[src/hdl/circular_fifo_with_reverse_macros.svh]
// Assertion shorthands, clocked on i_clk and quiet while i_rst_n is low.
`ifndef CIRCULAR_FIFO_WITH_REVERSE_MACROS_SVH
`define CIRCULAR_FIFO_WITH_REVERSE_MACROS_SVH

// prop must hold at every clock edge
`define CFWR_ASSERT(lbl, prop, msg) \
    lbl: assert property (@(posedge i_clk) disable iff (!i_rst_n) (prop)) \
        else $error(msg);

// expr must never be true
`define CFWR_NEVER(lbl, expr, msg) \
    lbl: assert property (@(posedge i_clk) disable iff (!i_rst_n) !(expr)) \
        else $error(msg);

`endif

[src/hdl/cfwr_pkg.sv]
package cfwr_pkg;

    localparam int CNT_W   = 5;
    localparam int FIELD_W = 32;
    localparam int APB_AW  = 3;
    localparam int APB_DW  = 32;

    localparam logic [CNT_W-1:0] CAP_RESET = 5'd16;

    // register index, taken from paddr[APB_AW-1:2]
    localparam logic [APB_AW-3:0] REG_CAPACITY = 1'b0;

    typedef enum logic [1:0] {
        KIND_PUSH    = 2'd0,
        KIND_POP     = 2'd1,
        KIND_CLEAR   = 2'd2,
        KIND_REVERSE = 2'd3
    } t_kind;

    typedef enum logic [2:0] {
        ST_IDLE,
        ST_POP_RD,
        ST_SW_RHI,
        ST_SW_WLO,
        ST_SW_WHI
    } t_state;

    typedef struct packed {
        t_kind              kind;
        logic [FIELD_W-1:0] data_in;
    } t_item;

    typedef struct packed {
        logic [FIELD_W-1:0] popped_data;
        logic               pop_valid;
        logic               push_dropped;
        logic [CNT_W-1:0]   count;
        logic               full_res;
        logic               empty_res;
        logic [FIELD_W-1:0] front_data;
        logic [FIELD_W-1:0] rear_data;
    } t_result;

    typedef struct packed {
        logic             clr;      // capacity write this cycle
        logic [CNT_W-1:0] eff_new;  // capacity in use after that write
        logic [CNT_W-1:0] eff;      // capacity in use now
    } t_cfg_ctl;

    // zero counts as one, anything above the built depth saturates
    function automatic logic [CNT_W-1:0] cap_eff_f(logic [CNT_W-1:0] cap,
                                                   int unsigned depth);
        logic [CNT_W-1:0] eff;
        if (cap == '0) begin
            eff = CNT_W'(1);
        end else if (32'(cap) > depth) begin
            eff = CNT_W'(depth);
        end else begin
            eff = cap;
        end
        return eff;
    endfunction

endpackage

[src/hdl/cfwr_ram.sv]
module cfwr_ram #(
    parameter int WIDTH = 32,
    parameter int DEPTH = 16
) (
    input  logic                     i_clk,
    input  logic                     i_we,
    input  logic [$clog2(DEPTH)-1:0] i_waddr,
    input  logic [WIDTH-1:0]         i_wdata,
    input  logic [$clog2(DEPTH)-1:0] i_raddr,
    output logic [WIDTH-1:0]         o_rdata
);

    logic [WIDTH-1:0] r_mem [DEPTH];
    logic [WIDTH-1:0] r_rdata;

    always_ff @(posedge i_clk) begin
        if (i_we) begin
            r_mem[i_waddr] <= i_wdata;
        end
        r_rdata <= r_mem[i_raddr];
    end

    assign o_rdata = r_rdata;

endmodule

[src/hdl/cfwr_regs.sv]
module cfwr_regs #(
    parameter int DEPTH = 16
) (
    input  logic                          i_clk,
    input  logic                          i_rst_n,
    input  logic                          psel,
    input  logic                          penable,
    input  logic                          pwrite,
    input  logic [cfwr_pkg::APB_AW-1:0]   paddr,
    input  logic [cfwr_pkg::APB_DW-1:0]   pwdata,
    output logic [cfwr_pkg::APB_DW-1:0]   prdata,
    output logic                          pready,
    output cfwr_pkg::t_cfg_ctl            o_cfg
);
    import cfwr_pkg::*;

    logic [CNT_W-1:0] r_cap;
    logic [CNT_W-1:0] r_cap_eff;
    logic [CNT_W-1:0] n_cap;
    logic             wr_cap;
    logic             sel_cap;

    assign sel_cap = (paddr[APB_AW-1:2] == REG_CAPACITY);
    assign wr_cap  = psel && penable && pwrite && sel_cap;
    assign n_cap   = pwdata[CNT_W-1:0];

    always_ff @(posedge i_clk) begin
        if (!i_rst_n) begin
            r_cap     <= CAP_RESET;
            r_cap_eff <= cap_eff_f(CAP_RESET, DEPTH);
        end else if (wr_cap) begin
            r_cap     <= n_cap;
            r_cap_eff <= cap_eff_f(n_cap, DEPTH);
        end
    end

    assign pready        = 1'b1;
    assign prdata        = sel_cap ? APB_DW'(r_cap) : '0;
    assign o_cfg.clr     = wr_cap;
    assign o_cfg.eff_new = cap_eff_f(n_cap, DEPTH);
    assign o_cfg.eff     = r_cap_eff;

endmodule

[src/hdl/circular_fifo_with_reverse.sv]
// Channel   | Handshake              | Payload           | Direction
// ----------+------------------------+-------------------+----------
// command   | start / busy           | i_item (t_item)   | in
// result    | o_valid, one cycle     | o_result          | out
// config    | APB psel/penable/...   | pwdata / prdata   | in/out
//
// Push, clear, pop on empty or of the last entry, and reverse of fewer than two entries
// finish in the accept cycle; a pop that leaves entries adds ST_POP_RD, the new front
// coming back from the RAM. Reverse of n entries runs floor(n/2) swaps of read hi, write
// lo, write hi; each low read rides on the accept cycle or on the previous high write.
// The result beat follows the last work cycle; busy is high while a pop or reverse is in
// flight. Reset is synchronous, active low, ring kept; the result side cannot stall.
`include "circular_fifo_with_reverse_macros.svh"

module circular_fifo_with_reverse #(
    parameter int DEPTH      = 16,
    parameter int DATA_WIDTH = 32
) (
    input  logic                          i_clk,
    input  logic                          i_rst_n,
    // command
    input  logic                          start,
    output logic                          busy,
    input  cfwr_pkg::t_item               i_item,
    // result
    output logic                          o_valid,
    output cfwr_pkg::t_result             o_result,
    // config
    input  logic                          psel,
    input  logic                          penable,
    input  logic                          pwrite,
    input  logic [cfwr_pkg::APB_AW-1:0]   paddr,
    input  logic [cfwr_pkg::APB_DW-1:0]   pwdata,
    output logic [cfwr_pkg::APB_DW-1:0]   prdata,
    output logic                          pready
);
    import cfwr_pkg::*;

    localparam int PW = $clog2(DEPTH);
    // room for pointer + offset before the wrap subtract
    localparam int LW = ((PW > CNT_W) ? PW : CNT_W) + 1;
    localparam logic [CNT_W-1:0] CAP_EFF_RST = cap_eff_f(CAP_RESET, DEPTH);

    t_cfg_ctl cfg;

    // ring RAM port
    logic                  mem_we;
    logic [PW-1:0]         mem_waddr;
    logic [DATA_WIDTH-1:0] mem_wdata;
    logic [PW-1:0]         mem_raddr;
    logic [DATA_WIDTH-1:0] mem_rdata;

    // queue state; front/rear copies mirror ring[head] and ring[tail]
    t_state                r_state, n_state;
    logic [PW-1:0]         r_head, n_head;
    logic [PW-1:0]         r_tail, n_tail;
    logic [CNT_W-1:0]      r_count, n_count;
    logic [DATA_WIDTH-1:0] r_front, n_front;
    logic [DATA_WIDTH-1:0] r_rear, n_rear;
    // reverse sequencer
    logic [PW-1:0]         r_lo, n_lo;
    logic [PW-1:0]         r_hi, n_hi;
    logic [CNT_W-2:0]      r_swaps, n_swaps;
    logic [DATA_WIDTH-1:0] r_tmp, n_tmp;
    // result beat
    logic                  r_valid, n_valid;
    t_result               r_res, n_res;

    logic [DATA_WIDTH-1:0] din;
    logic                  accept;

    function automatic logic [PW-1:0] wrap_add(logic [PW-1:0] p, logic [CNT_W-1:0] n,
                                               logic [CNT_W-1:0] cap);
        logic [LW-1:0] s;
        s = LW'(p) + LW'(n);
        if (s >= LW'(cap)) begin
            s = s - LW'(cap);
        end
        return PW'(s);
    endfunction

    function automatic logic [PW-1:0] wrap_dec(logic [PW-1:0] p, logic [CNT_W-1:0] cap);
        return (p == '0) ? PW'(cap - CNT_W'(1)) : p - PW'(1);
    endfunction

    // zeroes the fields that do not apply
    function automatic t_result mk_res(logic [DATA_WIDTH-1:0] popped, logic pv, logic drop,
                                       logic [CNT_W-1:0] cnt, logic [DATA_WIDTH-1:0] front,
                                       logic [DATA_WIDTH-1:0] rear, logic [CNT_W-1:0] cap);
        t_result res;
        res.popped_data  = pv ? FIELD_W'(popped) : '0;
        res.pop_valid    = pv;
        res.push_dropped = drop;
        res.count        = cnt;
        res.full_res     = (cnt == cap);
        res.empty_res    = (cnt == '0);
        res.front_data   = (cnt != '0) ? FIELD_W'(front) : '0;
        res.rear_data    = (cnt != '0) ? FIELD_W'(rear) : '0;
        return res;
    endfunction

    cfwr_regs #(
        .DEPTH (DEPTH)
    ) u_regs (
        .i_clk   (i_clk),
        .i_rst_n (i_rst_n),
        .psel    (psel),
        .penable (penable),
        .pwrite  (pwrite),
        .paddr   (paddr),
        .pwdata  (pwdata),
        .prdata  (prdata),
        .pready  (pready),
        .o_cfg   (cfg)
    );

    cfwr_ram #(
        .WIDTH (DATA_WIDTH),
        .DEPTH (DEPTH)
    ) u_ring (
        .i_clk   (i_clk),
        .i_we    (mem_we),
        .i_waddr (mem_waddr),
        .i_wdata (mem_wdata),
        .i_raddr (mem_raddr),
        .o_rdata (mem_rdata)
    );

    assign busy   = (r_state != ST_IDLE);
    assign accept = start && !busy;
    assign din    = DATA_WIDTH'(i_item.data_in);

    always_comb begin
        n_state   = r_state;
        n_head    = r_head;
        n_tail    = r_tail;
        n_count   = r_count;
        n_front   = r_front;
        n_rear    = r_rear;
        n_lo      = r_lo;
        n_hi      = r_hi;
        n_swaps   = r_swaps;
        n_tmp     = r_tmp;
        n_valid   = 1'b0;
        n_res     = r_res;
        mem_we    = 1'b0;
        mem_waddr = r_lo;
        mem_wdata = mem_rdata;
        mem_raddr = r_lo;

        case (r_state)
            ST_IDLE: begin
                if (accept) begin
                    n_valid = 1'b1;
                    case (i_item.kind)
                        KIND_PUSH: begin
                            if (r_count >= cfg.eff) begin
                                n_res = mk_res('0, 1'b0, 1'b1, r_count, r_front, r_rear,
                                               cfg.eff);
                            end else begin
                                n_tail    = wrap_add(r_tail, CNT_W'(1), cfg.eff);
                                n_count   = r_count + CNT_W'(1);
                                n_rear    = din;
                                mem_we    = 1'b1;
                                mem_waddr = n_tail;
                                mem_wdata = din;
                                if (r_count == '0) begin
                                    n_front = din;
                                end
                                n_res = mk_res('0, 1'b0, 1'b0, n_count, n_front, n_rear,
                                               cfg.eff);
                            end
                        end
                        KIND_POP: begin
                            if (r_count == '0) begin
                                n_res = mk_res('0, 1'b0, 1'b0, r_count, r_front, r_rear,
                                               cfg.eff);
                            end else begin
                                n_head    = wrap_add(r_head, CNT_W'(1), cfg.eff);
                                n_count   = r_count - CNT_W'(1);
                                n_tmp     = r_front;
                                mem_raddr = n_head;
                                if (n_count == '0) begin
                                    n_res = mk_res(r_front, 1'b1, 1'b0, n_count, r_front,
                                                   r_rear, cfg.eff);
                                end else begin
                                    // new front comes back next cycle
                                    n_valid = 1'b0;
                                    n_state = ST_POP_RD;
                                end
                            end
                        end
                        KIND_CLEAR: begin
                            n_head  = '0;
                            n_tail  = PW'(cfg.eff - CNT_W'(1));
                            n_count = '0;
                            n_res   = mk_res('0, 1'b0, 1'b0, n_count, r_front, r_rear,
                                             cfg.eff);
                        end
                        KIND_REVERSE: begin
                            if (r_count < CNT_W'(2)) begin
                                n_res = mk_res('0, 1'b0, 1'b0, r_count, r_front, r_rear,
                                               cfg.eff);
                            end else begin
                                n_valid   = 1'b0;
                                n_lo      = r_head;
                                n_hi      = wrap_add(r_head, r_count - CNT_W'(1), cfg.eff);
                                n_swaps   = r_count[CNT_W-1:1];
                                mem_raddr = r_head;
                                n_state   = ST_SW_RHI;
                            end
                        end
                        default: begin
                            n_valid = 1'b0;
                        end
                    endcase
                end
            end
            ST_POP_RD: begin
                n_front = mem_rdata;
                n_valid = 1'b1;
                n_res   = mk_res(r_tmp, 1'b1, 1'b0, r_count, mem_rdata, r_rear, cfg.eff);
                n_state = ST_IDLE;
            end
            ST_SW_RHI: begin
                // low entry arrives, fetch the high one
                n_tmp     = mem_rdata;
                mem_raddr = r_hi;
                n_state   = ST_SW_WLO;
            end
            ST_SW_WLO: begin
                mem_we    = 1'b1;
                mem_waddr = r_lo;
                mem_wdata = mem_rdata;
                n_state   = ST_SW_WHI;
            end
            ST_SW_WHI: begin
                mem_we    = 1'b1;
                mem_waddr = r_hi;
                mem_wdata = r_tmp;
                n_swaps   = r_swaps - (CNT_W-1)'(1);
                if (r_swaps == (CNT_W-1)'(1)) begin
                    // ends traded places
                    n_front = r_rear;
                    n_rear  = r_front;
                    n_valid = 1'b1;
                    n_res   = mk_res('0, 1'b0, 1'b0, r_count, r_rear, r_front, cfg.eff);
                    n_state = ST_IDLE;
                end else begin
                    // next pair never touches the entry written now
                    n_lo      = wrap_add(r_lo, CNT_W'(1), cfg.eff);
                    n_hi      = wrap_dec(r_hi, cfg.eff);
                    mem_raddr = n_lo;
                    n_state   = ST_SW_RHI;
                end
            end
            default: begin
                n_state = ST_IDLE;
            end
        endcase

        // capacity write empties the queue; the user must write it only while idle, the block does not enforce this
        if (cfg.clr) begin
            n_head  = '0;
            n_tail  = PW'(cfg.eff_new - CNT_W'(1));
            n_count = '0;
        end
    end

    always_ff @(posedge i_clk) begin
        if (!i_rst_n) begin
            r_state <= ST_IDLE;
            r_head  <= '0;
            r_tail  <= PW'(CAP_EFF_RST - CNT_W'(1));
            r_count <= '0;
            r_swaps <= '0;
            r_valid <= 1'b0;
        end else begin
            r_state <= n_state;
            r_head  <= n_head;
            r_tail  <= n_tail;
            r_count <= n_count;
            r_swaps <= n_swaps;
            r_valid <= n_valid;
        end
    end

    always_ff @(posedge i_clk) begin
        r_front <= n_front;
        r_rear  <= n_rear;
        r_lo    <= n_lo;
        r_hi    <= n_hi;
        r_tmp   <= n_tmp;
        r_res   <= n_res;
    end

    assign o_valid  = r_valid;
    assign o_result = r_res;

    `CFWR_ASSERT(a_count_in_cap, r_count <= cfg.eff, "entry count above capacity in use")
    `CFWR_ASSERT(a_push_beat, accept && (i_item.kind == KIND_PUSH) |=> o_valid, "no push beat")
    `CFWR_NEVER(a_swap_underrun, (r_state == ST_SW_WHI) && (r_swaps == '0), "swap with none left")

endmodule
[config.mk]
export PLATFORM = sky130hd
export DESIGN_NAME = circular_fifo_with_reverse
export DESIGN_NICKNAME = d
export VERILOG_FILES = /design/src/hdl/cfwr_pkg.sv /design/src/hdl/cfwr_ram.sv /design/src/hdl/cfwr_regs.sv /design/src/hdl/circular_fifo_with_reverse.sv
export VERILOG_INCLUDE_DIRS = /design/src /design/src/hdl
export SDC_FILE = /design/constraint.sdc
export NUM_CORES = 1
export LEC_CHECK = 0
export ABC_AREA = 1
export BUFFER_PORTS_ARGS = -buffer_cell sky130_fd_sc_hd__buf_2
export CAP_MARGIN = 20
export CORE_MARGIN = 3
export CORE_UTILIZATION = 30
export DETAILED_ROUTE_END_ITERATION = 12
export PLACE_DENSITY_LB_ADDON = 0.12
export SETUP_SLACK_MARGIN = 0.05
export SYNTH_ARGS = -nofsm -noshare
export SYNTH_HDL_FRONTEND = slang
export SYNTH_HIERARCHICAL = 1
export SYNTH_SLANG_ARGS = --single-unit
[constraint.sdc]
create_clock -name i_clk -period 19.05 [get_ports i_clk]
set_input_delay 5.715 -clock i_clk [delete_from_list [all_inputs] [get_ports i_clk]]
set_output_delay 5.715 -clock i_clk [all_outputs]
set_load 0.01 [all_outputs]
==> metrics.md, run 1 <==
| Metric | Value |
|---|---|
| R2R Path End | `u_ring/o_rdata[24]` |
| CTS tree | `built` |
| Cts bufs inserted | `91` |
| Skew-Pair Late Insertion Delay | `around 700 ps` |
| Die W | `about 370 um` |
| Pin count of the biggest net entering global routing | `~130` |
| Static Leak | `a little under 20 nW` |
| Setup TNS | `0 ps` |
| Top sig layer | `met4` |
| Fin cells | `~6.2k` |
| DR WL met3 | `roughly 6400 um` |
| Commonest non-fill, non-tap cell in the layout | `nand2_1` |
| Antenna violations before repair | `4` |
| Area Overhead vs Synth | `13.8%` |
| DPL Wire Length | `70200 um` |
| Final Max Slew Viols | `0` |
| Met1 wire length | `roughly 59000 um` |
| Die area | `about 130000 um2` |
| Arrival time worst endpoint | `between 6000 and 7000 ps` |
| Design area | `approximately 44000 um2` |
| Placed cells | `a little over 6k` |
| Drt initial violations | `around 2.5k` |
| CTS Buffer Depth | `3` |
| GP Congestion | `roughly 0.83` |
| Setup Fix Bufs, Post-CTS | `0` |
| Core footprint | `~130000 um2` |
| TritonRoute pass-1 iters | `5` |
| # clock sinks | `slightly below 800` |
| Final nets | `4525` |
| VDD IR max | `roughly 0.000069 V` |
| Post-CTS sizing | `0` |
| Hold Crit Endpoint | `u_regs/r_cap[3]` |
| GRT Total Usage | `0.182` |
| First-pass GRT wire length | `~190000 um` |
| Worst reg-to-reg path cell count | `22` |
| RSZ-0062 raised after global routing | `no` |
| Ys Warns | `6` |
| CP Launch Type | `primary input` |
| CP Data Required Time | `around 13000 ps` |
| Hold Crit Class | `flip-flop to flip-flop` |
| Hold_buf cts | `0` |
| Final ANT Viol Nets | `0` |
| Ratio of cells with drive above 1 in the final layout | `0.0983` |
| Reg-to-reg startpoint | `r_count[0]` |
| I/O Buffers | `around 160` |
| Clock skew | `approximately 71 ps` |
| Commonest non-fill, non-tap cells in the layout | `1352 x nand2_1, 721 x edfxtp_1, 658 x inv_1, 535 x nand3_1, 182 x o21ai_0` |
| Routed vias/inst | `approximately 4.7` |
| Die Ht | `366 um` |
| Row cnt | `approximately 130` |
| Cell Area, Synth | `between 30000 and 40000 um2` |
| Worst Path Max Fanout | `7` |
| Critical path type | `primary input to primary output` |
| Syn_area_per_cell | `between 9 and 10 um2` |
| Routed WL | `between 100000 and 150000 um` |
| Initial Util | `0.304` |
| DRC | `0` |
| Max Freq | `~0.085 GHz` |
| Outcome | `finished clean` |
| Final setup fails | `0` |
| Number of fill cells in the layout | `between 10k and 15k` |
| Vias in the first global route | `between 20k and 30k` |
| Worst Tran Pin Value | `1080 ps` |
| Post-Synthesis Cells | `approximately 4.3k` |
| Average wire per standard cell | `approximately 20 um` |
| I/O pin total | `215` |
| CTS root buffer | `clkbuf_16` |
| Critical Path End Type | `primary output` |
| Detail Route met2 WL | `roughly 57000 um` |
| H-Tree Depth | `3` |
| Detailed-route via count | `29.1k` |
| Hold Crit Start | `u_regs/r_cap[3]` |
| Hold Vio Cnt, Final | `0` |
| Tmin final | `11810 ps` |
| PwrDens | `120 nW/um2` |
| Total gr overflow | `0` |
| Fin crit share | `0.620` |
| Rel. slew slack | `0.275` |
| Dpl cell area | `just over 40000 um2` |
| Clock-pin slew on the worst setup and hold paths | `about 60 ps` |
| Worst R2R Setup Slack | `12630 ps` |
| Hold Path Stages | `2` |
| Max Cap Viol | `0` |
==> report_power, final <==
group | leakage, nW | total, mW | switching (mW) | internal (mW)
clock | 1.44 | 1.73 | 0.745 | 0.989
sequential | 7.15 | 2.28 | 0.0814 | 2.20
combinational | 10.8 | 1.30 | 0.965 | 0.336
total | 19.4 | 5.32 | 1.79 | 3.52
==> area by class of cell <==
type,instances,area [um2],share of cell area
well taps,1729,2160,0.0488
clock buffers,127,2520,0.0569
flip-flops and latches,784,22900,0.517
multi-input cells,2614,12400,0.279
repair buffers,232,1360,0.0307
inverters,677,2550,0.0575
diodes,1,2.50,0.0000564
clock inverters,44,452,0.0102
==> critical path, cell delays in order <==
cell	delay (ps)
buf_2	140
nor2_1	100
buf_2	130
==> sequential cells by signal, indices dropped and copies added (netlist names), 5 cells and up <==
signal            flops
o_result            105
r_count               5
r_front              32
r_rear               32
r_tmp                32
u_regs/r_cap          5
u_regs/r_cap_eff      5
u_ring/o_rdata       32
u_ring/r_mem        512
==> layer usage <==
metal	track usage	vias to the layer above
li1	-	14200
met1	0.260	13900
met2	0.295	815
met3	0.0230	142
met4	0.0428	0
met5	0	-
==> through the flow <==
step,setup slack (ps),power (mW),utilization,hold slack [ps]
2_1_floorplan,4030,3.11,-,444
3_3_place_gp,7240,3.62,0.323,461
3_5_place_dp,7240,3.62,0.323,464
4_1_cts,7240,5.37,0.346,473
5_1_grt,7200,5.60,0.346,504
6_report,7240,5.32,0.346,474
==> worst max path at each step <==
stage / to / startpoint / depth (start not counted) / slack, ps
final: prdata[2] / paddr[2] / 3 / 7240
after global routing: prdata[2] / paddr[2] / 3 / 7200
after CTS: prdata[2] / paddr[2] / 3 / 7240
after detailed placement: prdata[2] / paddr[2] / 3 / 7240
after global placement: prdata[3] / paddr[2] / 3 / 7240
after floorplan: o_result[0] / i_item[32] / 6 / 4030
Note: power is estimated with default switching activity, not from simulation.
==> run 2: changes to the inputs <==
==> constraint.sdc (replaced) <==
create_clock -name i_clk -period 11.9 [get_ports i_clk]
set_input_delay 3.57 -clock i_clk [delete_from_list [all_inputs] [get_ports i_clk]]
set_output_delay 3.57 -clock i_clk [all_outputs]
set_load 0.01 [all_outputs]
==> metrics.md, run 2 (synthesis gave the netlist of run 1 again) <==
| Metric | Value |
|---|---|
| Fin crit share | `0.680` |
| Detailed-route via count | `between 20k and 30k` |
| Reg-to-reg startpoint | `u_regs/r_cap_eff[2]` |
| Register with the most flip-flops | `u_ring/r_mem` |
| GP Congestion | `slightly above 0.8` |
| Design area | `around 45000 um2` |
| Setup TNS | `0 ps` |
| Setup Fix Bufs, Post-CTS | `0` |
| Final Max Slew Viols | `0` |
| CP Data Required Time | `about 12000 ps` |
| Diode count | `0` |
| Cts bufs inserted | `93` |
| First-pass GRT wire length | `roughly 190000 um` |
| GRT Total Usage | `0.182` |
| Final setup fails | `0` |
| Die area | `around 130000 um2` |
| DPL Wire Length | `72800 um` |
| Dpl cell area | `about 41000 um2` |
| Post-CTS sizing | `0` |
| CP startpoint | `i_item[32]` |
| Worst path buffer plus inverter count | `5` |
| Hold Crit Class | `flip-flop to flip-flop` |
| PwrDens | `194 nW/um2` |
| Worst R2R Setup Slack | `~5500 ps` |
| Die W | `~370 um` |
| Largest register FFs | `approximately 500` |
| CP endpoint | `u_ring/r_mem[7][18]` |
| Tmin final | `approximately 8000 ps` |
| Max Cap Viol | `0` |
| Static Leak | `a little under 20 nW` |
| Rel. slew slack | `0.296` |
| I/O Buffers | `roughly 160` |
| Die Ht | `approximately 370 um` |
| Arrival time worst endpoint | `between 8000 and 9000 ps` |
| CP Launch Type | `primary input` |
| Worst reg-to-reg path cell count | `13` |
| Routed WL | `124000 um` |
| Hold Vio Cnt, Final | `0` |
| CTS Buffer Depth | `3` |
| Routed vias/inst | `4.66` |
| Logic pwr share | `0.242` |
| # clock sinks | `slightly below 800` |
| Vias in the first global route | `27.6k` |
| CTS tree | `built` |
| DRC | `0` |
| TritonRoute pass-1 iters | `5` |
| H-Tree Depth | `3` |
| Area Overhead vs Synth | `14.2%` |
| Psw | `between 2 and 3 mW` |
| Clk network pwr share | `0.336` |
| Total gr overflow | `0` |
| Ratio of cells with drive above 1 in the final layout | `0.102` |
| Outcome | `finished clean` |
| Drt initial violations | `about 2.4k` |
| Commonest non-fill, non-tap cell in the layout | `nand2_1` |
| Hold_buf cts | `0` |
| Crit-path cells | `buf_2 -> inv_1 -> ha_2 -> buf_4 -> inv_1 -> nor2_4 -> nand2_2 -> nand2_1 -> nand4_1 -> nand3b_1 -> nor2_4 -> buf_4` |
| RSZ-0062 raised after global routing | `no` |
| Worst Tran Pin Value | `around 1100 ps` |
| CTS root buffer | `clkbuf_16` |
| Worst Path Max Fanout | `a little over 40` |
| Max Freq | `approximately 0.12 GHz` |
| Final nets | `4522` |
| Worst path depth | `12` |
| I/O pin total | `215` |
| Cell-internal power | `between 5 and 6 mW` |
| Skew-Pair Late Insertion Delay | `approximately 700 ps` |
| Switching Fraction | `0.334` |
| Pin count of the biggest net entering global routing | `158` |
| Final ANT Viol Nets | `0` |
| Slowest CP cell | `nor2_4` |
| Initial Util | `0.304` |
| Antenna violations before repair | `6` |
| Critical Path End Type | `flip-flop` |
| Average wire per standard cell | `roughly 20 um` |
| Clock skew | `47.7 ps` |
| Row cnt | `roughly 130` |
| Share of power burned in registers | `0.422` |
| Core footprint | `approximately 130000 um2` |
| CP max stage delay | `~750 ps` |
| Family with the most delay on the worst path | `simple AND/OR/NAND/NOR gates` |
| Commonest non-fill, non-tap cells in the layout | `1352 x nand2_1, 721 x edfxtp_1, 658 x inv_1, 535 x nand3_1, 182 x o21ai_0` |
| Clock-pin slew on the worst setup and hold paths | `approximately 60 ps` |
| VDD IR max | `0.000115 V` |
| Final Util | `0.347` |
| R2R Path End | `u_ring/r_mem[7][18]` |
| Critical path type | `primary input to flip-flop` |
==> run 2: cell count changes in the layout (fill, tap and decap cells not counted), sizes merged <==
cell | before | now
buf | 232 | 227
clkinvlp | 1 | 5
bufinv | 4 | 8
clkbuf | 127 | 113
clkinv | 39 | 49
diode | 1 | 0
==> run 2: metrics by stage <==
stage / power [mW] / setup slack [ps] / hold slack [ps] / instances
floorplan: 4.97 / 2740 / 444 / 4317
global placement: 5.79 / 3120 / 459 / 6028
detailed placement: 5.80 / 3040 / 463 / 6029
CTS: 8.74 / 3790 / 472 / 6204
global route: 9.11 / 3550 / 503 / 6206
finish: 8.63 / 3810 / 473 / 6206
==> run 2: cell type report <==
| class | instances | area (um2) |
|---|---|---|
| fill | 13200 | 83700 |
| clock inverter | 62 | 643 |
| sequential | 784 | 22900 |
| inverter | 677 | 2550 |
| tap | 1729 | 2160 |
| multi-input combinational | 2614 | 12400 |
| clock buffer | 113 | 2510 |
| timing repair buffer | 227 | 1340 |
==> run 2: power by group through the flow <==
stage | logic [mW] | clock network (mW) | registers (mW)
after global placement | 2.09 | 0 | 3.70
after detailed placement | 2.10 | 0 | 3.70
final | 2.09 | 2.90 | 3.64
after floorplan | 1.28 | 0 | 3.69
after global routing | 2.34 | 3.10 | 3.66
after CTS | 2.11 | 2.99 | 3.64
==> run 2: worst min path at each step <==
stage | startpoint | endpoint | slack [ps] | cells after the start
after global routing | u_regs/r_cap[3] | u_regs/r_cap[3] | 500 | 2
after floorplan | u_regs/r_cap[3] | u_regs/r_cap[3] | 440 | 2
after detailed placement | u_regs/r_cap[3] | u_regs/r_cap[3] | 460 | 2
after global placement | u_regs/r_cap[3] | u_regs/r_cap[3] | 460 | 2
after CTS | u_regs/r_cap[3] | u_regs/r_cap[3] | 470 | 2
final | u_regs/r_cap[3] | u_regs/r_cap[3] | 470 | 2
==> run 2: layer usage <==
metal / vias up / share of wire / track usage
li1: 14200 / - / -
met1: 13800 / 0.48 / 0.262
met2: 786 / 0.45 / 0.290
met3: 151 / 0.050 / 0.0235
met4: 0 / 0.019 / 0.0444
met5: - / 0 / 0
==> run 2: worst reg2reg max path, delay by kind of cell (launching register included) <==
kind / cells / cell delay, ps
AOI/OAI and AO/OA: 1 / 170
adders and majority gates: 1 / 420
buffers and inverters: 3 / 920
DFF: 1 / 520
and+or+nand+nor: 8 / 4040
